## config.mk

```make
export PLATFORM = sky130hd
export DESIGN_NAME = fdm_accum
export DESIGN_NICKNAME = d
export VERILOG_FILES = /design/src/design/fdm_pkg.sv /design/src/design/fdm_accum.sv
export SDC_FILE = /design/constraint.sdc
export NUM_CORES = 1
export LEC_CHECK = 0
export BUFFER_PORTS_ARGS = -buffer_cell sky130_fd_sc_hd__buf_2
export CAP_MARGIN = 15
export CORE_MARGIN = 8
export CORE_UTILIZATION = 45
export CTS_CLUSTER_SIZE = 16
export DETAILED_ROUTE_END_ITERATION = 6
export PLACE_DENSITY = 0.66
export SYNTH_ARGS = -nofsm -noshare
export SYNTH_HDL_FRONTEND = slang
export SYNTH_SLANG_ARGS = --single-unit
```

## constraint.sdc

```tcl
create_clock -name clock -period 16.65 [get_ports clock]
set_input_delay 2.4975 -clock clock [delete_from_list [all_inputs] [get_ports clock]]
set_output_delay 2.4975 -clock clock [all_outputs]
set_load 0.01 [all_outputs]
```

## src/design/fdm_pkg.sv

```systemverilog
// ----------------------------------------------------------------------------
// fdm_pkg
// Shared widths, constants and types of the frame difference metrics core.
// ----------------------------------------------------------------------------
package fdm_pkg;

   localparam int unsigned FDM_MAX_PIXELS_DEFAULT = 131072;
   localparam int unsigned FRAME_PIXELS_W         = 18;
   localparam int unsigned FRAME_PIXELS_RESET     = 76800;

   localparam int unsigned LUMA_W         = 8;
   localparam int unsigned SQUARE_W       = 2 * LUMA_W;
   localparam int unsigned FRAME_NUMBER_W = 32;
   localparam int unsigned SUM_SQUARES_W  = 33;
   localparam int unsigned SUM_ABSOLUTE_W = 25;
   localparam int unsigned RMS_ROOT_W     = 17;

   localparam logic [SUM_SQUARES_W-1:0]  SQ_MAX  = '1;
   localparam logic [SUM_ABSOLUTE_W-1:0] ABS_MAX = '1;

   // The root is built one bit per step from two radicand bits per step.
   localparam int unsigned SQRT_STEPS = RMS_ROOT_W;
   localparam int unsigned STEP_W     = $clog2(SQRT_STEPS);
   localparam int unsigned RADICAND_W = 2 * SQRT_STEPS;
   localparam int unsigned REMAINDER_W = RMS_ROOT_W + 3;

   typedef struct packed {
      logic [FRAME_NUMBER_W-1:0] frame_number;
      logic                      first_frame;
      logic [SUM_SQUARES_W-1:0]  sum_squares;
      logic [SUM_ABSOLUTE_W-1:0] sum_absolute;
   } frame_sum_type;

   typedef struct packed {
      logic busy;
      logic done;
   } sqrt_status_type;

   typedef enum logic [1:0] {
      SQRT_IDLE,
      SQRT_RUN,
      SQRT_DONE
   } sqrt_state_type;

endpackage

```

## src/design/fdm_accum.sv

```systemverilog
// ----------------------------------------------------------------------------
// fdm_accum
// Difference, square and saturating accumulation of one frame's metrics.
// ----------------------------------------------------------------------------
module fdm_accum
   import fdm_pkg::*;
(
   input  logic              clock,
   input  logic              reset,
   input  logic              pix_valid,
   input  logic              pix_last,
   input  logic [LUMA_W-1:0] pix_luma,
   input  logic [LUMA_W-1:0] old_luma,
   output logic              last_in_flight,
   output logic              sum_valid,
   output frame_sum_type     sum
);

   logic                      s1_valid_ff, s1_valid_in;
   logic                      s1_last_ff, s1_last_in;
   logic [LUMA_W-1:0]         s1_luma_ff;
   logic                      s2_valid_ff, s2_valid_in;
   logic                      s2_last_ff, s2_last_in;
   logic [LUMA_W-1:0]         s2_abs_ff, s2_abs_in;
   logic [SQUARE_W-1:0]       s2_sq_ff, s2_sq_in;
   logic [SUM_SQUARES_W-1:0]  sq_acc_ff, sq_acc_in;
   logic [SUM_ABSOLUTE_W-1:0] abs_acc_ff, abs_acc_in;
   logic                      primed_ff, primed_in;
   logic [FRAME_NUMBER_W-1:0] frame_count_ff, frame_count_in;
   logic [SUM_SQUARES_W:0]    sq_sum;
   logic [SUM_ABSOLUTE_W:0]   abs_sum;
   logic [SUM_SQUARES_W-1:0]  sq_sat;
   logic [SUM_ABSOLUTE_W-1:0] abs_sat;
   logic                      frame_end;

   // Stage one: the stored pixel has arrived from the store.
   assign s1_valid_in = pix_valid;
   assign s1_last_in  = pix_valid & pix_last;

   always_comb begin
      if (s1_luma_ff >= old_luma) begin
         s2_abs_in = s1_luma_ff - old_luma;
      end else begin
         s2_abs_in = old_luma - s1_luma_ff;
      end
      // The first frame is only stored, so it contributes nothing.
      if (!primed_ff) begin
         s2_abs_in = '0;
      end
      s2_sq_in    = s2_abs_in * s2_abs_in;
      s2_valid_in = s1_valid_ff;
      s2_last_in  = s1_valid_ff & s1_last_ff;
   end

   // Stage two: saturating accumulation and frame end.
   always_comb begin
      sq_sum  = {1'b0, sq_acc_ff} + (SUM_SQUARES_W + 1)'(s2_sq_ff);
      abs_sum = {1'b0, abs_acc_ff} + (SUM_ABSOLUTE_W + 1)'(s2_abs_ff);
      sq_sat  = (sq_sum > {1'b0, SQ_MAX}) ? SQ_MAX : sq_sum[SUM_SQUARES_W-1:0];
      abs_sat = (abs_sum > {1'b0, ABS_MAX}) ? ABS_MAX : abs_sum[SUM_ABSOLUTE_W-1:0];
      frame_end = s2_valid_ff & s2_last_ff;

      sq_acc_in      = sq_acc_ff;
      abs_acc_in     = abs_acc_ff;
      primed_in      = primed_ff;
      frame_count_in = frame_count_ff;
      if (s2_valid_ff) begin
         if (s2_last_ff) begin
            sq_acc_in      = '0;
            abs_acc_in     = '0;
            primed_in      = 1'b1;
            frame_count_in = frame_count_ff + FRAME_NUMBER_W'(1);
         end else begin
            sq_acc_in  = sq_sat;
            abs_acc_in = abs_sat;
         end
      end
   end

   always_comb begin
      sum.frame_number = frame_count_ff;
      sum.first_frame  = ~primed_ff;
      sum.sum_squares  = primed_ff ? sq_sat : '0;
      sum.sum_absolute = primed_ff ? abs_sat : '0;
   end

   assign sum_valid      = frame_end;
   assign last_in_flight = (s1_valid_ff & s1_last_ff) | frame_end;

   always_ff @(posedge clock) begin
      if (reset) begin
         s1_valid_ff    <= 1'b0;
         s1_last_ff     <= 1'b0;
         s2_valid_ff    <= 1'b0;
         s2_last_ff     <= 1'b0;
         sq_acc_ff      <= '0;
         abs_acc_ff     <= '0;
         primed_ff      <= 1'b0;
         frame_count_ff <= '0;
      end else begin
         s1_valid_ff    <= s1_valid_in;
         s1_last_ff     <= s1_last_in;
         s2_valid_ff    <= s2_valid_in;
         s2_last_ff     <= s2_last_in;
         sq_acc_ff      <= sq_acc_in;
         abs_acc_ff     <= abs_acc_in;
         primed_ff      <= primed_in;
         frame_count_ff <= frame_count_in;
      end
   end

   always_ff @(posedge clock) begin
      s1_luma_ff <= pix_luma;
      s2_abs_ff  <= s2_abs_in;
      s2_sq_ff   <= s2_sq_in;
   end

endmodule

```

# Word-level counts from Yosys, hierarchy flattened
# Index checks and enable logic that the tools add are counted.
[classes]
addsub = 5
n_mul = 1
order_cmp = 3
mux = 8
bitwise = 5
n_reduce_logical = 1
[ops]
columns = ["op", "n"]
rows = [
  ["2-to-1 mux 33 bit", 3],
  ["2-to-1 mux 25 bit", 3],
  ["adder 33 x 16 -> 34 bit", 1],
  ["greater-than comparator 34 x 33 -> 1 bit (second input constant)", 1],
  ["adder 32 x 1 -> 32 bit (second input constant)", 1],
  ["adder 25 x 8 -> 26 bit", 1],
  ["greater-than comparator 26 x 25 -> 1 bit (second input constant)", 1],
  ["multiplier 8 x 8 -> 16 bit", 1],
  ["2-to-1 mux 8 bit", 2],
  ["subtractor 8 bit", 2],
  ["greater-or-equal comparator 8 bit", 1],
  ["AND 1 bit", 3],
  ["AND reduction 2 bit", 1],
  ["inverter 1 bit", 1],
  ["OR 1 bit", 1],
]
[word_totals]
register_bits = 127
word_cells = 34

# Depth between registers and ports, before layout
# Gate-level depths: netlist of the first run.
[depth]
word_depth = 4
depth_mapped = 30
ltp_nobuf = 29

# Worst setup path before layout of the first run
# Ideal clock, no wire load.
[synth_path]
path_kind = "input port to flip-flop"
start = "input old_luma[0]"
end = "register s2_sq_ff[15]"
t_arrival_ps = 7888
required_ps = 16514
path_slack_ps = 8625
cell_stages = 25
n_path_buf = 1
path_cell_list = "ha_1 > inv_1 > fa_1 > a21o_1 > a221oi_4 > a31o_1 > buf_6 > mux2i_1 > xor2_1 > or2_4 > inv_4 > nand2_4 > mux2_4 > ha_1 > nor2_1 > fa_1 > fa_1 > fa_1 > inv_1 > ha_1 > and3_1 > o21ai_0 > a21oi_1 > o41ai_1 > xor2_1"
[synth_via]
elab_chain_len = 4
word_cells_on_any_way = 6
[synth_lines]
columns = ["item", "line", "source"]
rows = [
  ["start: declaration", "fdm_accum.sv:13", "input logic [LUMA_W-1:0] old_luma,"],
  ["subtractor 8 bit (tied with other cells)", "fdm_accum.sv:44", "s2_abs_in = old_luma - s1_luma_ff;"],
  ["2-to-1 mux 8 bit (*)", "fdm_accum.sv:41", "if (s1_luma_ff >= old_luma) begin"],
  ["2-to-1 mux 8 bit (*)", "fdm_accum.sv:47", "if (!primed_ff) begin"],
  ["net s2_abs_in[6]", "fdm_accum.sv:24", "logic [LUMA_W-1:0] s2_abs_ff, s2_abs_in;"],
  ["multiplier 8 x 8 -> 16 bit (*)", "fdm_accum.sv:50", "s2_sq_in = s2_abs_in * s2_abs_in;"],
  ["net s2_sq_in[15]", "fdm_accum.sv:25", "logic [SQUARE_W-1:0] s2_sq_ff, s2_sq_in;"],
  ["end signal: assignment", "fdm_accum.sv:115", "s2_sq_ff <= s2_sq_in;"],
  ["end: declaration", "fdm_accum.sv:25", ""],
]
# Mark *: on every way through the listed nets, which the timed path passes. The rest lies on a longest branch.
# A chain may end at the register's enable or synchronous reset.

# Worst setup path in the final report of the first run
# Ends and elaborated chain as after synthesis.

==> metrics.md, run 1 <==
| Metric | Value |
|---|---|
| First-pass DRT Iterations | 5 |
| Multi-input logic area | 5700 µm² |
| Worst-path clk slew | roughly 0.06 ns |
| DR vias | 7,781 |
| Status | completed |
| Final Total Pwr | 0.0007801 W |
| GPL Wtd Cong | 0.9554 |
| Seq cells post-synth | 125 |
| Commonest non-fill, non-tap cell in the layout | nor2_1 |
| Initial Util | 45.36% |
| CP peak stage delay | 0.53 ns |
| CP max stage cell | fa_1 |
| Clock skew | 0.01043 ns |
| Worst Path Required | approximately 17 ns |
| WP buf/inv | 6 |
| Most frequent cells in the layout | nor2_1 (148), dfxtp_1 (125), buf_2 (112), nand2_1 (88), a21oi_1 (78) |
| Std cell rows | between 50 and 60 |
| H-tree lvl count | 4 |
| # nets final | 1,297 |
| Starting DRT DRC Count | approximately 350 |
| Final instance area | 10,150 µm² |
| Register area share after synthesis | 28.72% |
| Vias in the first global route | 7,168 |
| Final setup vio count | 0 |
| Area of the mapped netlist | 8712 µm² |
| Die Y | between 150 and 200 µm |
| Non-Filler Instances | approximately 1.5k |
| Largest fanout on the critical path | 9 |
| Fin crit share | 49.93% |
| Largest net degree at the start of global routing | 47 |
| Max-Cap Viols | 0 |
| Post-synth top flop | dfxtp_1 |
| GRT overflow | 0 |
| Antenna violations before repair | 0 |
| Synthesis warning total | 0 |
| DRC errors left | 0 |
| TritonCTS buffer count | 17 |
| Placed insts | 1,427 |
| Worst Setup End Kind | flop |
| Drt total wl | 21.51 mm |
| Fill count | between 1.5k and 2k |
| I/O pin total | between 100 and 150 |
| Number of I/O port buffers | 112 |
| Final Hold Vio Count | 0 |
| Global-route wire length before repair | 35.29 mm |
| Worst slew pin tran | 1.032 ns |
| Power per cell area | 76.84 nW/µm² |
| Final Max Slew Viols | 0 |
| FMAX | 0.1203 GHz |
| Leak pwr | 4.550 nW |
| Postcts setup bufs | 0 |
| Worst EP arrival | 8.60 ns |
| Hold-fix buffers at CTS | 0 |
| Setup TNS | 0 ns |
| Area Overhead vs Synth | 16.53% |
| Seq. cell area | 2502 µm² |
| HPWL after DPL | about 16 mm |
| Unrepaired setup endpoints after global routing | no |
| Diodes inserted | 0 |
| Max-slew headroom | 31.20% |
| Delay-heaviest family, CP | adder cells |
| Yosys cell types | 71 |
| Layout cell share with drive strength beyond 1 | between 10% and 20% |
| Critical Path Most Common Cell | inv_1 |
| Worst-Skew Late Latency | 0.43 ns |
| EDFF count, synth | 0 |
| ANT nets after route | 0 |
| Dpl ws | 7.959 ns |
| Total track usage | around 18% |
| Maximum VDD drop | 0.07336 mV |
| CP startpoint kind | primary input |
| Core area | 19,210 µm² |
| Crit path time final | 8.313 ns |
| Asr flop ratio synth | 0% |
| Post-Synthesis Cells | 1,086 |
| WL/cell | 14.73 µm |
| Post_cts resized | 0 |
| Setup CP Type | in -> reg |
| Bufs on Longest Clock Path | 2 |
| CTS tree | built |
| Worst hold path class | reg -> reg |
| Drt via density | 5.329 |
| Syn_nets | 1,201 |
| CTS Root Cell | clkbuf_16 |
| Die span in x | 155.1 µm |
| Sink Count | about 130 |
| Die footprint | 24,070 µm² |
| Syn Area/Cell | between 8 and 9 µm² |
| Setup WS post-layout | 8.337 ns |
| Post-DP Area | about 9500 µm² |
==> logic make-up after synthesis <==
| group | after synthesis | synth area share [%] |
|---|---|---|
| and+or+nand+nor | 420 | 23.11 |
| AOI/OAI and AO/OA | 225 | 16.23 |
| DFF | 125 | 28.72 |
| buffers and inverters | 122 | 5.874 |
| adders and majority gates | 95 | 15.88 |
| xor gates and xnor gates | 87 | 8.746 |
| muxes | 12 | 1.436 |
==> metal layers <==
| layer | global-route usage [%] | wire, µm | vias to the layer above |
|---|---|---|---|
| met1 | 22.00 | 9849 | 3649 |
| met5 | 0 | 0 | - |
| met2 | 30.30 | 10340 | 172 |
| met3 | 3.939 | 1081 | 23 |
| met4 | 5.553 | 235 | 0 |
| li1 | - | - | 3937 |
==> final timing paths <==
kind	startpoint	endpoint	slack (ns)	cells after the start
setup / recovery	old_luma[0]	s2_sq_ff[15]	8.34	29
hold / removal	s1_last_ff	s2_last_ff	0.44	2
setup reg to reg	s1_luma_ff[0]	s2_sq_ff[15]	10.14	29
hold reg to reg	s1_last_ff	s2_last_ff	0.44	2
==> area by class of cell <==
| class | instances | share of cell area [%] |
|---|---|---|
| Inverter | 79 | 3.019 |
| Clock inverter | 15 | 2.563 |
| Sequential cell | 125 | 24.65 |
| Timing Repair Buffer | 120 | 6.162 |
| Tap cell | 265 | 3.266 |
| Multi-Input combinational cell | 839 | 56.15 |
| Clock buffer | 17 | 4.190 |
==> power breakdown <==
group	internal, W	switching [W]
registers	0.000301	0.000000837
clock network	0.000284	0.000149
logic	0.0000167	0.0000292
==> metrics by stage <==
step	hold slack, ns	util, %
2_1_floorplan	0.4184	-
3_3_place_gp	0.4361	49.22
3_5_place_dp	0.4333	49.22
4_1_cts	0.4403	52.79
5_1_grt	0.4805	52.86
6_report	0.4432	52.86
==> state kept, by name, summed over array words and instances, names as in the netlist <==
name,flops
primed_ff,1
s1_valid_ff,1
s1_luma_ff,8
s2_valid_ff,1
s2_sq_ff,15
s2_last_ff,1
sq_acc_ff,33
s2_abs_ff,7
s1_last_ff,1
abs_acc_ff,25
frame_count_ff,32
==> worst min-delay path, stage by stage (launching register included) <==
cell and delay (ns):
dfxtp_1 0.29, nand2_1 0.07, nor2_1 0.04
==> Yosys cell counts (14+ instances only) <==
cell type	number	area share [%]
o21ai_0	52	3.0
xor2_1	38	3.8
nand4_1	14	1.0
a21oi_1	78	4.5
fa_1	26	6.0
nand2_1	88	3.8
nand3_1	26	1.5
clkbuf_1	24	1.0
xnor2_1	49	4.9
inv_1	75	3.2
ha_1	69	9.9
dfxtp_1	125	29
nor3_1	39	2.2
nor2_1	149	6.4
and3_1	23	1.7
a21o_1	19	1.6
Note: power is estimated with default switching activity, not from simulation.
==> inputs of run 2 (changes only) <==
Settings changed: ABC_AREA from default to 1, PLACE_DENSITY 0.66 to 0.67.
Clock period 16.65 ns to 6.75 ns, I/O delays scaled along.
==> metrics.md, run 2 <==
| Metric | Value |
|---|---|
| Final Max Slew Viols | 0 |
| Hold-fix buffers at CTS | 0 |
| Largest fanout on the critical path | 9 |
| Fin crit share | about nine tenths |
| Drt via density | 4.967 |
| Max-Cap Viols | 0 |
| Register area share after synthesis | 24.38% |
| CTS Root Cell | clkbuf_16 |
| Dpl ws | 0.3694 ns |
| Std cell rows | 55 |
| Metal2 WL | 12.82 mm |
| Worst EP arrival | 6.30 ns |
| Vias in the first global route | just under 10k |
| Asr flop ratio synth | 0% |
| Hold WS | approximately 0.44 ns |
| Top-area cell type share of the netlist area | approximately a quarter |
| Setup CP Type | in -> reg |
| Core area | 22,500 µm² |
| Die Y | 167.0 µm |
| Leak pwr | 5.871 nW |
| GPL Wtd Cong | 0.8905 |
| FMAX | between 0.15 and 0.2 GHz |
| Status | completed |
| Post_cts resized | 0 |
| H-tree lvl count | 4 |
| Largest net degree at the start of global routing | 83 |
| Most frequent cells in the layout | nand2_1 (491), inv_1 (250), a21oi_1 (156), dfxtp_1 (125), nor2_1 (121) |
| Maximum VDD drop | about 0.15 mV |
| Final setup vio count | 0 |
| DR vias | 9,894 |
| Total track usage | 19.68% |
| Max-slew headroom | between 30 and 40% |
| Worst Setup End Kind | flop |
| DRT met1 WL | 12.64 mm |
| EDFF count, synth | 0 |
| Synth top cells by count | nand2_1 (491), inv_1 (251), a21oi_1 (156) |
| Worst hold path class | reg -> reg |
| Antenna violations before repair | 0 |
| Area of the mapped netlist | 10,260 µm² |
| Final Hold Vio Count | 0 |
| Sink Count | 125 |
| I/O pin total | 113 |
| Die footprint | 27,900 µm² |
| Starting DRT DRC Count | 610 |
| Global-route wire length before repair | 46.15 mm |
| Setup TNS | 0 ns |
| CTS tree | built |
| Post-synth top flop | dfxtp_1 |
| Diodes inserted | 0 |
| Post-synth top area cell | dfxtp_1 |
| Seq cells post-synth | approximately 130 |
| ANT nets after route | 0 |
| Top sig layer | met4 |
| Initial Util | 45.62% |
| Worst-path clk slew | 0.05 ns |
| Met3 Wirelength | 1.284 mm |
| Post-Synthesis Cells | 1,602 |
| Bufs on Longest Clock Path | 2 |
| Unrepaired setup endpoints after global routing | no |
| Layout cell share with drive strength beyond 1 | 12.89% |
| Worst-Skew Late Latency | 0.42 ns |
| Worst slew pin tran | 0.9683 ns |
| First-pass DRT Iterations | 5 |
| Max reg flops | 33 |
| Number of I/O port buffers | 112 |
| Power per cell area | about 150 nW/µm² |
| DRC errors left | 0 |
| Commonest non-fill, non-tap cell in the layout | nand2_1 |
| Largest reg by FF count | sq_acc_ff |
| Syn Area/Cell | 6.408 µm² |
| Postcts setup bufs | 0 |
| Worst Path Required | 7.09 ns |
| CP startpoint kind | primary input |
| Clock skew | ~0.018 ns |
| Die span in x | 167.0 µm |
| Count leader, synth | nand2_1 |
| Crit path time final | 5.961 ns |
| Synthesis warning total | 0 |
| GRT overflow | 0 |
| Area Overhead vs Synth | 12.85% |
| Syn_nets | around 1.7k |
| TritonCTS buffer count | 17 |
| HPWL after DPL | between 20 and 25 mm |
| Synth top area cells | dfxtp_1 (24%), nand2_1 (18%), inv_1 (9.2%) |
| Top Registers | sq_acc_ff x33, frame_count_ff x32, abs_acc_ff x25 |
| Yosys cell types | 41 |
| Drt total wl | between 20 and 30 mm |
| Setup WS post-layout | 0.7894 ns |
| WL/cell | 13.63 µm |
| # nets final | approximately 1.8k |
## run 2: logic make-up (layout without fill, tap and decap cells)
logic type	Yosys count	after routing	share of synthesized area (%)
and+or+nand+nor	822	822	35.53
xor gates and xnor gates	54	54	4.607
DFF	125	125	24.38
buffers and inverters	301	406	11.48
adders and majority gates	95	95	13.48
AOI/OAI and AO/OA	205	205	10.52
## run 2: report_power, final
group,switching [W],internal (W),total [W]
logic,0.0000743,0.0000348,0.000109
registers,0.00000202,0.000742,0.000744
clock network,0.000361,0.000526,0.000887
total,0.000437,0.00130,0.00174
## run 2: worst paths after layout
path,startpoint,to,slack [ns],cells past startpoint
min,s1_last_ff,s2_last_ff,0.44,2
max reg2reg,s1_luma_ff[0],s2_sq_ff[12],1.11,27
max,old_luma[0],s2_sq_ff[12],0.79,27
min reg2reg,s1_last_ff,s2_last_ff,0.44,2
## run 2: metrics by stage
| step | total power (W) | util (%) | instances | area (µm²) |
|---|---|---|---|---|
| final | 0.001740 | 51.48 | 1992 | 11580 |
| after floorplan | 0.0008423 | - | 1602 | 10260 |
| after global placement | 0.0008671 | 48.94 | 1960 | 11010 |
| after detailed placement | 0.0008692 | 48.94 | 1960 | 11010 |
| after CTS | 0.001763 | 51.48 | 1992 | 11580 |
| after global routing | 0.001809 | 51.48 | 1992 | 11580 |
## run 2: critical path, cell delays in order
cell and delay, ns:
buf_2 0.09, ha_1 0.17, inv_1 0.08, fa_1 0.40, nand3_1 0.10, nand2_1 0.11
nand2_1 0.09, nand2_1 0.08, nor2_4 0.17, nand2_1 0.07, o21ai_1 0.09, xnor2_1 0.15
nand2_2 0.16, nor2_1 0.18, fa_1 0.49, fa_1 0.52, fa_1 0.54, inv_1 0.05
fa_1 0.53, inv_1 0.04, ha_1 0.34, a21oi_1 0.14, o21ai_0 0.12, a21oi_1 0.21
o21bai_1 0.09, a21oi_1 0.15, xnor2_1 0.13
## run 2: per-layer routing
metal / vias up / track usage, %
met4: 0 / 5.366
li1: 5233 / -
met2: 221 / 33.93
met3: 22 / 3.641
met5: - / 0
met1: 4418 / 24.71
## run 2: area by class of cell
class	count	area [µm²]
clock inverter	13	117.6
clock buffer	19	452.9
sequential	125	2502
timing repair buffer	117	598.1
inverter	257	964.7
tap	285	356.6
fill	2325	10920
multi-input combinational	1176	6591
