### config.mk
export PLATFORM = sky130hd
export DESIGN_NAME = fdm_isqrt
export DESIGN_NICKNAME = d
export VERILOG_FILES = /design/src/design/fdm_pkg.sv /design/src/design/fdm_isqrt.sv
export SDC_FILE = /design/constraint.sdc
export NUM_CORES = 1
export LEC_CHECK = 0
export BUFFER_PORTS_ARGS = -buffer_cell sky130_fd_sc_hd__buf_2
export CORE_MARGIN = 2
export CORE_UTILIZATION = 50
export CTS_CLUSTER_DIAMETER = 30
export DETAILED_ROUTE_END_ITERATION = 8
export PLACE_DENSITY = 0.77
export RECOVER_POWER = 100
export SYNTH_ARGS = -nofsm -noshare
export SYNTH_HDL_FRONTEND = slang
export SYNTH_SLANG_ARGS = --single-unit
### constraint.sdc
create_clock -name clock -period 5.1 [get_ports clock]
set_input_delay 0.51 -clock clock [delete_from_list [all_inputs] [get_ports clock]]
set_output_delay 0.51 -clock clock [all_outputs]
set_load 0.005 [all_outputs]
### src/design/fdm_pkg.sv
// ----------------------------------------------------------------------------
// fdm_pkg
// Shared widths, constants and types of the frame difference metrics core.
// ----------------------------------------------------------------------------
package fdm_pkg;

   localparam int unsigned FDM_MAX_PIXELS_DEFAULT = 131072;
   localparam int unsigned FRAME_PIXELS_W         = 18;
   localparam int unsigned FRAME_PIXELS_RESET     = 76800;

   localparam int unsigned LUMA_W         = 8;
   localparam int unsigned SQUARE_W       = 2 * LUMA_W;
   localparam int unsigned FRAME_NUMBER_W = 32;
   localparam int unsigned SUM_SQUARES_W  = 33;
   localparam int unsigned SUM_ABSOLUTE_W = 25;
   localparam int unsigned RMS_ROOT_W     = 17;

   localparam logic [SUM_SQUARES_W-1:0]  SQ_MAX  = '1;
   localparam logic [SUM_ABSOLUTE_W-1:0] ABS_MAX = '1;

   // The root is built one bit per step from two radicand bits per step.
   localparam int unsigned SQRT_STEPS = RMS_ROOT_W;
   localparam int unsigned STEP_W     = $clog2(SQRT_STEPS);
   localparam int unsigned RADICAND_W = 2 * SQRT_STEPS;
   localparam int unsigned REMAINDER_W = RMS_ROOT_W + 3;

   typedef struct packed {
      logic [FRAME_NUMBER_W-1:0] frame_number;
      logic                      first_frame;
      logic [SUM_SQUARES_W-1:0]  sum_squares;
      logic [SUM_ABSOLUTE_W-1:0] sum_absolute;
   } frame_sum_type;

   typedef struct packed {
      logic busy;
      logic done;
   } sqrt_status_type;

   typedef enum logic [1:0] {
      SQRT_IDLE,
      SQRT_RUN,
      SQRT_DONE
   } sqrt_state_type;

endpackage

### src/design/fdm_isqrt.sv
// ----------------------------------------------------------------------------
// fdm_isqrt
// Iterative floor square root of the frame's sum of squares, one root bit
// per cycle; holds the finished result until it is taken.
// ----------------------------------------------------------------------------
module fdm_isqrt
   import fdm_pkg::*;
(
   input  logic                  clock,
   input  logic                  reset,
   input  logic                  start,
   input  frame_sum_type         sum_in,
   input  logic                  take,
   output sqrt_status_type       status,
   output frame_sum_type         sum_out,
   output logic [RMS_ROOT_W-1:0] root
);

   sqrt_state_type             state_ff, state_in;
   logic [STEP_W-1:0]          step_ff;
   logic [RADICAND_W-1:0]      rad_ff;
   logic [REMAINDER_W-1:0]     rem_ff;
   logic [RMS_ROOT_W-1:0]      root_ff;
   frame_sum_type              sum_ff;
   logic [REMAINDER_W-1:0]     rem_shift;
   logic [REMAINDER_W-1:0]     trial;
   logic                       fits;

   always_comb begin
      state_in = state_ff;
      unique case (state_ff)
         SQRT_IDLE: begin
            if (start) begin
               state_in = SQRT_RUN;
            end
         end
         SQRT_RUN: begin
            if (step_ff == STEP_W'(SQRT_STEPS - 1)) begin
               state_in = SQRT_DONE;
            end
         end
         SQRT_DONE: begin
            if (take) begin
               state_in = SQRT_IDLE;
            end
         end
         default: state_in = SQRT_IDLE;
      endcase
   end

   always_comb begin
      status.busy = 1'b0;
      status.done = 1'b0;
      unique case (state_ff)
         SQRT_IDLE: status.busy = 1'b0;
         SQRT_RUN:  status.busy = 1'b1;
         SQRT_DONE: begin
            status.busy = 1'b1;
            status.done = 1'b1;
         end
         default: status.busy = 1'b0;
      endcase
   end

   // Bring down the next two radicand bits and try the next root bit.
   always_comb begin
      rem_shift = {rem_ff[REMAINDER_W-3:0], rad_ff[RADICAND_W-1 -: 2]};
      trial     = REMAINDER_W'({root_ff, 2'b01});
      fits      = rem_shift >= trial;
   end

   always_ff @(posedge clock) begin
      if (reset) begin
         state_ff <= SQRT_IDLE;
      end else begin
         state_ff <= state_in;
      end
   end

   always_ff @(posedge clock) begin
      if (state_ff == SQRT_IDLE && start) begin
         sum_ff  <= sum_in;
         rad_ff  <= RADICAND_W'(sum_in.sum_squares);
         rem_ff  <= '0;
         root_ff <= '0;
         step_ff <= '0;
      end else if (state_ff == SQRT_RUN) begin
         rad_ff  <= rad_ff << 2;
         rem_ff  <= fits ? rem_shift - trial : rem_shift;
         root_ff <= {root_ff[RMS_ROOT_W-2:0], fits};
         step_ff <= step_ff + STEP_W'(1);
      end
   end

   assign sum_out = sum_ff;
   assign root    = root_ff;

endmodule

[Word level (Yosys, flattened, before mapping)]
Index checks and enable logic that the tools add are counted.
Storage, ports and cells
  register bits: 167
  bits in latches: 0
  RAM bits: 0
  bits in read-only memories: 0
  input port bits: 95
  output and inout port bits: 110
  memories: 0
Cells by class
  add/sub/neg operators: 2
  multipliers: 0
  div/mod/pow operators: 0
  order comparisons: 1
  equality and inequality tests: 6
  shifts and indexed selects: 0
  multiplexer cells: 9
  bitwise logic cells: 0
  reduce and logical (&&, ||, !) cells: 5
Operators by type and width (number)
  33-bit 2-to-1 mux: 2
  20-bit by 19-bit >= comparator with 1-bit output: 1
  18-bit 2-to-1 mux: 1
  18-bit subtractor: 1
  2-bit 2-to-1 mux: 3
  2-bit != test, second input constant: 3
  2-bit case mux with 3 select lines: 1
  5-bit by 1-bit adder with 5-bit output, second input constant: 1
  5-bit equality test, second input constant: 1
  3-bit AND reduction: 1
  2-bit by 1-bit equality test with 1-bit output, second input constant: 1
  2-bit equality test, second input constant: 1
  2-bit zero test: 1
  1-bit 2-to-1 mux: 2
  2-bit nonzero test: 1
  2-bit OR reduction: 1
  1-bit logical AND: 1

[Logic depth before layout (Yosys ltp)]
Gate-level depths: netlist of run 1.
  depth after elaboration: 3
  mapped depth: 11

[Worst setup path after synthesis of run 1]
OpenSTA, ideal clock, no wires.
  path type: flip-flop to flip-flop
  from: register state_ff[0]
  to: register sum_ff, in the netlist sum_out[0] (enable)
  setup time: 0.490 ns
  arrival time: 3.726 ns
  required time: 4.610 ns
  path slack: 0.884 ns
  cell stages (with the launch flop): 7
  cell sequence: dfxtp_1 > inv_1 > ha_1 > nand2_1 > inv_1 > clkbuf_1 > buf_1
Between the ends
  cells in the longest elaborated chain, start to end: 2
Ends and longest elaborated chain
  from (decl): line fdm_isqrt.sv:19  | sqrt_state_type state_ff, state_in;
  from (signal assigned): line fdm_isqrt.sv:76  | state_ff <= state_in;
  2-bit zero test: line fdm_isqrt.sv:81  | if (state_ff == SQRT_IDLE && start) begin
  1-bit logical AND: line fdm_isqrt.sv:81
  to (signal assigned): line fdm_isqrt.sv:82  | sum_ff <= sum_in;
  to (decl): line fdm_isqrt.sv:24  | frame_sum_type sum_ff;
Every way passes these cells.
A chain may end at the register's enable or synchronous reset.

[Worst setup path after layout of run 1]
  from: register root_ff[11] (netlist: root[11])
  to: register rem_ff[1]
Between the ends
  cells in the longest elaborated chain, start to end: 2
Ends and longest elaborated chain
  from (decl): line fdm_isqrt.sv:23  | logic [RMS_ROOT_W-1:0] root_ff;
  from (signal assigned): line fdm_isqrt.sv:90  | root_ff <= {root_ff[RMS_ROOT_W-2:0], fits};
  20-bit by 19-bit >= comparator with 1-bit output: line fdm_isqrt.sv:69  | fits = rem_shift >= trial;
  18-bit 2-to-1 mux: line fdm_isqrt.sv:89  | rem_ff <= fits ? rem_shift - trial : rem_shift;
  to (signal assigned): line fdm_isqrt.sv:89
  to (decl): line fdm_isqrt.sv:22  | logic [REMAINDER_W-1:0] rem_ff;
Every way passes these cells.

==> results of run 1 <==
## how the worst max path moves through the flow
stage	from	endpoint	slack [ns]	cells past startpoint
after floorplan	state_ff[0]	sum_out[0]	0.88	6
after global placement	state_ff[0]	rad_ff[1]	1.91	7
after detailed placement	state_ff[0]	rad_ff[0]	1.71	7
after CTS	state_ff[0]	rad_ff[7]	1.68	7
after global routing	root[11]	rem_ff[1]	1.11	9
final	root[11]	rem_ff[1]	1.35	9
## power groups by stage
| stage | combinational [mW] | sequential (mW) | clock (mW) |
|---|---|---|---|
| floorplan | 1.67 | 1.87 | 0 |
| global placement | 1.97 | 1.88 | 0 |
| detailed placement | 2.02 | 1.89 | 0 |
| CTS | 2.03 | 1.86 | 1.32 |
| global route | 2.17 | 1.89 | 1.38 |
| finish | 1.96 | 1.87 | 1.30 |
## cells by family (layout without fill, tap and decap cells)
| logic type | Yosys count | in the layout |
|---|---|---|
| AND/OR/NAND/NOR | 197 | 197 |
| flip-flops | 167 | 167 |
| AO/OA/AOI/OAI | 93 | 93 |
| buffers and inverters | 56 | 271 |
| multiplexers | 27 | 27 |
| adder cells (fa/ha/maj) | 25 | 25 |
| XOR/XNOR | 14 | 14 |
## flip-flops by register name (all words and copies together), names as in the netlist
name / count
root: 17
rem_ff: 18
state_ff: 2
rad_ff: 34
sum_out: 91
step_ff: 5
## synth_stat cells, types with 7 or more instances
cell type  instances
a21oi_1           23
clkbuf_1           9
dfxtp_1           43
edfxtp_1         124
ha_1              25
inv_1             32
mux2i_1           27
nand2_1          115
nor2_1            46
nor3_1             7
o21ai_0           26
xnor2_1           10
## critical path, stage by stage (launching register included)
cell and delay (ns):
dfxtp_1 0.37, inv_1 0.06, ha_1 0.42, a21oi_4 0.15, o21ai_0 0.15, nor2b_4 0.16
a2111oi_0 1.11, and2_0 0.79, o21ai_0 0.19, a22o_1 0.23
## routing by layer
layer  vias up  track usage  share of wire
li1       2464            -              -
met1      2363        0.243           0.40
met2       195        0.363           0.50
met3        28       0.0493          0.080
met4         0       0.0841          0.022
met5         -            0              0
## area by class of cell
cell class / count / area (um^2) / area share
clock buffer: 17 / 425 / 0.0494
clock inverter: 15 / 174 / 0.0202
multi-input combinational: 356 / 2170 / 0.252
sequential: 167 / 4580 / 0.532
timing repair buffer: 207 / 911 / 0.106
inverter: 32 / 123 / 0.0142
tap: 180 / 225 / 0.0262
## through the flow
step	area, um^2	utilization	power, mW	setup slack [ns]
6_report	8610	0.623	5.12	1.35
3_5_place_dp	8170	0.591	3.91	1.71
3_3_place_gp	8170	0.591	3.85	1.91
5_1_grt	8610	0.623	5.45	1.11
2_1_floorplan	7050	-	3.54	0.884
4_1_cts	8770	0.634	5.22	1.68
==> run_results.csv, run 1 <==
group,metric,value,unit
global_route,gr-total-overflow,0,
power,internal-power,3.30,mW
synth,netlist_area,7050,um^2
cells_and_area,n_fill_cell,1132,
timing,setup_tns,0,ns
power,pwr-share-clk,0.254,
clocking,root_buffer,"clkbuf_16",
synth,seq_area_frac_synth,0.650,
clocking,cts_buffers,17,
detailed_routing,wl,15.6,mm
critical_path,reg2reg_from,"root[11]",
power,powerDensity,595,nW/um^2
critical_path,crit_arrival,4.06,ns
clocking,clk_pin_slew,0.06,ns
cells_and_area,syn_to_final_growth,22.1,%
place,io_buffer_count,204,
cells_and_area,fin_nets,901,
detailed_routing,firstDrtPassIters,5,
synth,synth_mux_area_frac,0.0383,
clocking,cts.sinks,167,
power,ir_drop,0.341,mV
die,start_util,0.510,
synth,syn_inst,579,
clocking,post_cts_resized,0,
synth,synth_ff_type,"edfxtp_1",
timing,worst_hold_slack,0.249,ns
timing,timing.final.crit_share,0.735,
clocking,post-cts-setup-buffers,0,
die,die_w,123,um
die,ios,205,
clocking,cts_tree,"built",
power,p_comb_frac,0.382,
synth,synth_nets,699,
timing,clock.fmax,267,MHz
synth,yosysTopAreaCellShare,0.528,
synth,synth_seq_cells,167,
clocking,insertion_delay,0.42,ns
synth,synthArstFlopShare,0,
die,rows,43,
critical_path,r2r_slack,1.35,ns
synth,yosys-top-cells-area,"edfxtp_1 53%, dfxtp_1 12%, nand2_1 6.1%, ha_1 4.4%, mux2i_1 3.8%",
status,violations,"max-capacitance violations, max-slew violations",
critical_path,critical_path_required,5.42,ns
synth,synth-adder-area-share,0.0444,
place,globalplace.congestion,0.880,
power,p_leak,3.46,nW
cells_and_area,layout_commonest_cell,"edfxtp_1",
min_path,worstHoldPathType,"input pin to flip-flop",
synth,yosys.area_share.simple,0.119,
synth,yosysUniqueCellTypes,60,
power,p_sw,1.82,mW
die,core,13800,um^2
die,dieHeight,123,um
detailed_routing,via_count,5050,
timing,finalHoldViolations,0,
critical_path,criticalPathCategory,"flip-flop to flip-flop",
global_route,grt_max_degree,86,
min_path,min_to,"state_ff[0]",
detailed_routing,final_antenna_net_count,0,
detailed_routing,wl_per_cell,16.0,um
critical_path,worst-r2r-cell-count,9,
clocking,cts_max_level,4,
critical_path,startpoint_type,"flip-flop",
power,pwr-share-seq,0.364,
die,die-area,15100,um^2
power,swShare,0.356,
cells_and_area,n_antenna_cell,0,
synth,synth_top_family_by_area,"simple AND/OR/NAND/NOR gates",
global_route,antenna_found_initial,0,
synth,synth_xor_area_frac,0.0174,
cells_and_area,drive_gt1_frac,0.183,
cells_and_area,fin_cells,974,
detailed_routing,via_per_inst,5.18,
synth,synth-edff-count,124,
clocking,cts_buffer_depth,2,
place,dp.cells,942,
min_path,holdPathStages,2,
critical_path,end_kind,"flip-flop",
status,run_status,"finished, violations left",
place,place.detailed.hpwl,10.8,mm
detailed_routing,drtIter0Drc,445,
global_route,grt_util_all_layers,0.207,
synth,avgSynthCellArea,12.2,um^2
timing,maxSlewViolCount,86,
timing,relSlewSlack,-0.282,
detailed_routing,drc,0,
timing,setup_viol,0,
critical_path,reg2reg_to,"rem_ff[1]",
min_path,min_from,"reset",
global_route,grt_pass1_wl,23.6,mm
synth,ys_warn_count,0,
cells_and_area,mostFrequentLayoutCells,"124 x edfxtp_1, 116 x nand2_1, 102 x clkbuf_1, 100 x buf_2, 46 x nor2_1",
clocking,hold_buffers,0,
synth,synth_compound_area_frac,0.0919,
timing,rsz0062_at_grt,"no",
timing,skew,0.00662,ns
timing,finalCriticalPeriod,3.75,ns
synth,synth.largest_area_cell,"edfxtp_1",
flow_run,drv_cap,1,
global_route,grt_pass1_vias,4808,
critical_path,path_max_fanout,13,
timing,worstMarginPinSlew,1.92,ns
Note: power is estimated with default switching activity, not from simulation.
==> inputs of run 2 (changes only) <==
ABC_AREA = 1   (was unset)
CORE_UTILIZATION = 47   (was 50)
PLACE_DENSITY = 0.76   (was 0.77)
clock period = 3.3 ns   (was 5.1 ns; I/O delays follow)
==> run_results.csv, run 2 <==
group,metric,value,unit
cells_and_area,n_antenna_cell,0,
min_path,min_to,"sum_out[67]",
synth,yosys.area_share.simple,0.206,
global_route,gr-usage-met3,0.0444,
synth,yosys-top-cells-area,"edfxtp_1 52%, nand2_1 14%, dfxtp_1 12%, inv_1 4.7%, ha_1 4.4%",
place,dp.cells,1089,
power,p_leak,3.97,nW
power,pwr-share-seq,0.390,
cells_and_area,final_util,0.585,
min_path,holdPathStages,1,
synth,synth_compound_area_frac,0.0380,
power,power,8.34,mW
clocking,cts.sinks,167,
global_route,grt_pass1_wl,26.6,mm
status,run_status,"finished clean",
detailed_routing,firstDrtPassIters,4,
die,core,15000,um^2
detailed_routing,drc,0,
synth,ys_warn_count,0,
clocking,cts_buffer_depth,2,
synth,netlist_area,7140,um^2
cells_and_area,largest_reg_flops,91,
place,globalplace.congestion,0.889,
power,pwr-share-clk,0.224,
global_route,gr-total-overflow,0,
timing,skew,0.00944,ns
cells_and_area,fin_nets,1040,
power,powerDensity,948,nW/um^2
place,post-place-ws,0.844,ns
power,p_comb_frac,0.387,
synth,synthArstFlopShare,0,
timing,rsz0062_at_grt,"no",
critical_path,reg2reg_to,"rem_ff[17]",
synth,synth-adder-area-share,0.0438,
die,start_util,0.475,
synth,synth-edff-count,124,
synth,synth_seq_cells,167,
place,io_buffer_count,204,
timing,relSlewSlack,0.183,
cells_and_area,drive_gt1_frac,0.184,
global_route,grt_max_degree,64,
synth,avgSynthCellArea,10.1,um^2
timing,setup_tns,0,ns
die,die-area,16200,um^2
clocking,post-cts-setup-buffers,0,
detailed_routing,wl,16.6,mm
clocking,cts_buffers,17,
cells_and_area,fin_area,8800,um^2
critical_path,r2r_slack,0.62,ns
global_route,antenna_found_initial,0,
detailed_routing,wl_per_cell,14.8,um
detailed_routing,via_per_inst,4.83,
critical_path,startpoint_type,"flip-flop",
critical_path,crit_path_top_delay_cell,"inv_1",
critical_path,reg2reg_from,"state_ff[0]",
synth,yosysUniqueCellTypes,32,
global_route,grt_use_met2,0.360,
global_route,grt-busiest-layer,"met2",
die,dieHeight,127,um
timing,timing.final.crit_share,0.811,
cells_and_area,syn_to_final_growth,23.2,%
clocking,post_cts_resized,0,
place,place.detailed.hpwl,12.1,mm
cells_and_area,mostFrequentLayoutCells,"268 x nand2_1, 124 x edfxtp_1, 115 x buf_2, 89 x inv_1, 89 x clkbuf_1",
synth,syn_inst,708,
clocking,cts_tree,"built",
die,ios,205,
synth,seq_area_frac_synth,0.642,
timing,finalHoldViolations,0,
synth,synth.largest_area_cell,"edfxtp_1",
detailed_routing,via_count,5416,
synth,synth_xor_area_frac,0.00858,
timing,worst_hold_slack,0.0707,ns
critical_path,critical_path_required,3.67,ns
detailed_routing,drtIter0Drc,294,
critical_path,cp_slowest_stage_delay,0.60,ns
clocking,clk_pin_slew,0.07,ns
clocking,root_buffer,"clkbuf_16",
synth,synth_nets,828,
cells_and_area,n_fill_cell,1312,
min_path,worstHoldPathType,"input pin to flip-flop",
global_route,grt_pass1_vias,5424,
synth,synth.top_cells.by_count,"267 x nand2_1, 124 x edfxtp_1, 89 x inv_1",
critical_path,crit_arrival,3.05,ns
detailed_routing,final_antenna_net_count,0,
place,placed_cell_area,8360,um^2
synth,synth_top_family_by_area,"simple AND/OR/NAND/NOR gates",
die,die_w,127,um
synth,yosysTopAreaCellShare,0.521,
timing,setup_viol,0,
synth,synth.most_common_cell,"nand2_1",
cells_and_area,layout_commonest_cell,"nand2_1",
critical_path,end_kind,"flip-flop",
timing,clock.fmax,374,MHz
critical_path,criticalPathCategory,"flip-flop to flip-flop",
synth,synth_mux_area_frac,0,
timing,setup_slack,0.623,ns
critical_path,path_cells,"inv_1 > ha_1 > nand2_1 > buf_4 > nand2_1 > clkbuf_2 > inv_1 > nand2_1 > nand2_1 > nand2_1 > nand2_1",
power,p_sw,3.20,mW
global_route,grt_util_all_layers,0.212,
synth,synth_ff_type,"edfxtp_1",
critical_path,worst-r2r-cell-count,11,
timing,worstMarginPinSlew,1.22,ns
global_route,grt_util_met1,0.266,
power,swShare,0.383,
power,ir_drop,0.660,mV
cells_and_area,fin_cells,1121,
clocking,hold_buffers,0,
critical_path,critical_path.most_common_cell,"nand2_1",
critical_path,path_max_fanout,37,
die,rows,45,
clocking,insertion_delay,0.43,ns
clocking,cts_max_level,4,
power,internal-power,5.14,mW
timing,finalCriticalPeriod,2.68,ns
timing,maxSlewViolCount,0,
flow_run,drv_cap,0,
min_path,min_from,"sum_in[67]",
## run 2: cell count changes in the layout (fill, tap and decap cells not counted), moves of 8 or more
| cell | previous run | this run |
|---|---|---|
| nand2_1 | 116 | 268 |
| inv_1 | 31 | 89 |
| nand3_1 | 4 | 38 |
| nor2_1 | 46 | 18 |
| mux2i_1 | 27 | 0 |
| o21ai_0 | 28 | 11 |
| o22ai_1 | 1 | 17 |
| buf_2 | 100 | 115 |
| clkbuf_1 | 102 | 89 |
| a21oi_1 | 23 | 15 |
## run 2: per-layer routing
metal | routed length [um] | share of wire | vias up
li1 | - | - | 2745
met1 | 7060 | 0.43 | 2478
met2 | 8180 | 0.49 | 163
met3 | 925 | 0.056 | 30
met4 | 433 | 0.026 | 0
met5 | 0 | 0 | -
## run 2: cell type report
class	count	area, um^2	share of cell area
Sequential cell	167	4580	0.521
Multi-Input combinational cell	430	2110	0.240
Timing Repair Buffer	211	960	0.109
Clock buffer	17	425	0.0484
Inverter	93	350	0.0398
Tap cell	188	235	0.0267
Clock inverter	15	128	0.0145
## run 2: worst max-delay path: cells and delay by family, from the launching register on
kind,cells,cell delay (ns)
fa+ha+maj,1,0.22
simple gates,6,0.71
flops,1,0.33
buf+inv,4,1.35
## run 2: worst max path at each step
stage           startpoint     endpoint  cells after the start
2_1_floorplan  state_ff[1]    rad_ff[0]                      6
3_3_place_gp   state_ff[0]  sum_out[85]                      6
3_5_place_dp   state_ff[0]  sum_out[85]                      6
4_1_cts        state_ff[0]  sum_out[18]                      6
5_1_grt        state_ff[0]   rem_ff[17]                     11
6_report       state_ff[0]   rem_ff[17]                     11
## run 2: power by group through the flow
stage | Sequential (mW) | Clock (mW) | Combinational [mW]
2_1_floorplan | 3.30 | 0 | 2.31
3_3_place_gp | 3.26 | 0 | 3.22
3_5_place_dp | 3.28 | 0 | 3.28
4_1_cts | 3.25 | 1.89 | 3.29
5_1_grt | 3.31 | 1.98 | 3.69
6_report | 3.25 | 1.86 | 3.22
## run 2: cell families after synthesis
logic type               Yosys count
AND/OR/NAND/NOR                  352
AO/OA/AOI/OAI                     46
adder cells (fa/ha/maj)           25
XOR/XNOR                           7
buffers and inverters            111
flip-flops                       167
==> inputs of run 3 (changes only) <==
ABC_AREA = 0   (was 1)
clock period = 2.25 ns   (was 3.3 ns; I/O delays follow)
==> run_results.csv, run 3 (synthesis results as in run 1) <==
group,metric,value,unit
clocking,cts_buffers,17,
timing,timing.final.crit_share,0.999,
cells_and_area,syn_to_final_growth,43.1,%
global_route,antenna_found_initial,0,
clocking,root_buffer,"clkbuf_16",
clocking,cts.sinks,167,
detailed_routing,drc,0,
power,p_leak,4.07,nW
critical_path,cp_slowest_stage_delay,0.47,ns
detailed_routing,wl_per_cell,17.1,um
die,core,14600,um^2
critical_path,path_cells,"inv_1 > ha_2 > nor2b_1 > o21ai_1 > nand3_1 > a311o_2 > and2_4 > a32oi_1 > o21ai_0",
cells_and_area,regArea,4590,um^2
place,globalplace.congestion,0.834,
timing,maxSlewViolCount,0,
detailed_routing,final_antenna_net_count,0,
power,internal-power,8.52,mW
power,p_sw,4.91,mW
detailed_routing,via_count,5739,
critical_path,crit_path_top_delay_cell,"a311o_2",
power,pwr-share-seq,0.315,
global_route,grt_max_degree,146,
global_route,grt_util_all_layers,0.233,
status,run_status,"finished clean",
critical_path,worst-r2r-cell-count,9,
timing,finalHoldViolations,0,
clocking,clk_pin_slew,0.07,ns
die,rows,44,
power,swShare,0.366,
critical_path,critical_path_required,2.54,ns
timing,relSlewSlack,0.507,
power,p_comb_frac,0.458,
critical_path,path_max_fanout,7,
timing,skew,0.00855,ns
critical_path,startpoint_type,"flip-flop",
cells_and_area,layout_commonest_cell,"edfxtp_1",
critical_path,cpLargestDelayFamily,"compound AO/OA/AOI/OAI gates",
critical_path,r2r_slack,0.003,ns
power,ir_drop,0.765,mV
timing,clock.fmax,445,MHz
detailed_routing,wl,19.0,mm
cells_and_area,n_fill_cell,1106,
die,start_util,0.483,
timing,rsz0062_at_grt,"yes",
critical_path,criticalPathCategory,"flip-flop to flip-flop",
place,placed_cell_area,8470,um^2
cells_and_area,mostFrequentLayoutCells,"124 x edfxtp_1, 114 x nand2_1, 109 x clkbuf_1, 105 x buf_2, 92 x dlygate4sd3_1",
critical_path,startpoint,"rad_ff[32]",
timing,setup_tns,0,ns
global_route,grt_pass1_vias,5626,
place,dp.cells,980,
power,powerDensity,1330,nW/um^2
critical_path,reg2reg_to,"rem_ff[12]",
detailed_routing,drtIter0Drc,415,
die,ios,205,
place,io_buffer_count,204,
flow_run,drv_cap,0,
detailed_routing,via_per_inst,5.17,
min_path,holdPathStages,2,
die,die-area,16000,um^2
cells_and_area,n_antenna_cell,0,
critical_path,worst-path-buf-inv,1,
critical_path,reg2reg_from,"rad_ff[32]",
timing,finalCriticalPeriod,2.25,ns
critical_path,crit_arrival,2.54,ns
die,dieHeight,126,um
timing,setup_viol,0,
cells_and_area,drive_gt1_frac,0.229,
critical_path,end_kind,"flip-flop",
power,power,13.4,mW
detailed_routing,firstDrtPassIters,4,
clocking,cts_max_level,4,
min_path,min_from,"start",
clocking,cts_tree,"built",
cells_and_area,largest_reg_flops,91,
clocking,cts_buffer_depth,2,
min_path,min_to,"rad_ff[0]",
place,place.detailed.hpwl,10.8,mm
cells_and_area,fin_cells,1111,
global_route,grt_pass1_wl,29.2,mm
power,pwr-share-clk,0.226,
min_path,worstHoldPathType,"input pin to flip-flop",
clocking,insertion_delay,0.42,ns
global_route,gr-total-overflow,0,
timing,worstMarginPinSlew,0.739,ns
die,die_w,126,um
cells_and_area,fin_nets,1034,
cells_and_area,multiInputGateArea,2400,um^2
cells_and_area,fin_area,10100,um^2
run 3: power by group through the flow:
stage | Sequential, mW | Combinational [mW] | Clock, mW
finish | 4.23 | 6.15 | 3.04
global route | 4.28 | 6.69 | 3.23
CTS | 4.18 | 5.24 | 3.09
detailed placement | 4.24 | 5.04 | 0
global placement | 4.22 | 4.98 | 0
floorplan | 4.21 | 3.80 | 0
run 3: area by class of cell:
cell class                 count  share of cell area
clock buffer                  18              0.0425
clock inverter                14              0.0192
inverter                      32              0.0122
multi-input combinational    358               0.238
sequential                   167               0.455
tap                          184              0.0228
timing repair buffer         338               0.210
run 3: per-layer routing:
metal | wire length, um | share of wire | vias to the layer above | global-route usage
li1 | - | - | 2734 | -
met1 | 7610 | 0.40 | 2758 | 0.276
met2 | 9530 | 0.50 | 201 | 0.402
met3 | 1170 | 0.062 | 46 | 0.0561
met4 | 651 | 0.034 | 0 | 0.105
met5 | 0 | 0 | - | 0
run 3: worst max path at each step:
stage	cells after the start	end
5_1_grt	9	rem_ff[12]
6_report	9	rem_ff[12]
3_5_place_dp	9	rem_ff[13]
4_1_cts	9	rem_ff[15]
3_3_place_gp	9	rem_ff[17]
2_1_floorplan	10	rem_ff[13]
run 3: through the flow:
step                worst slack, ns   util  hold WS (ns)
detailed placement         -0.00599  0.581         0.403
global placement             0.0599  0.581         0.402
global route                -0.0781  0.692         0.145
floorplan                    0.0562      -         0.297
finish                      0.00271  0.692         0.155
CTS                         0.00881  0.687         0.136
run 3: timing repair:
item                       in CTS  in global routing
hold buffers                   92                  0
gates cloned                    0                  2
gates resized for setup         1                 37
buffers inserted                0                  5
pin swaps                       2                 11
setup endpoints to repair       5                 19
hold endpoints to repair       93                  0
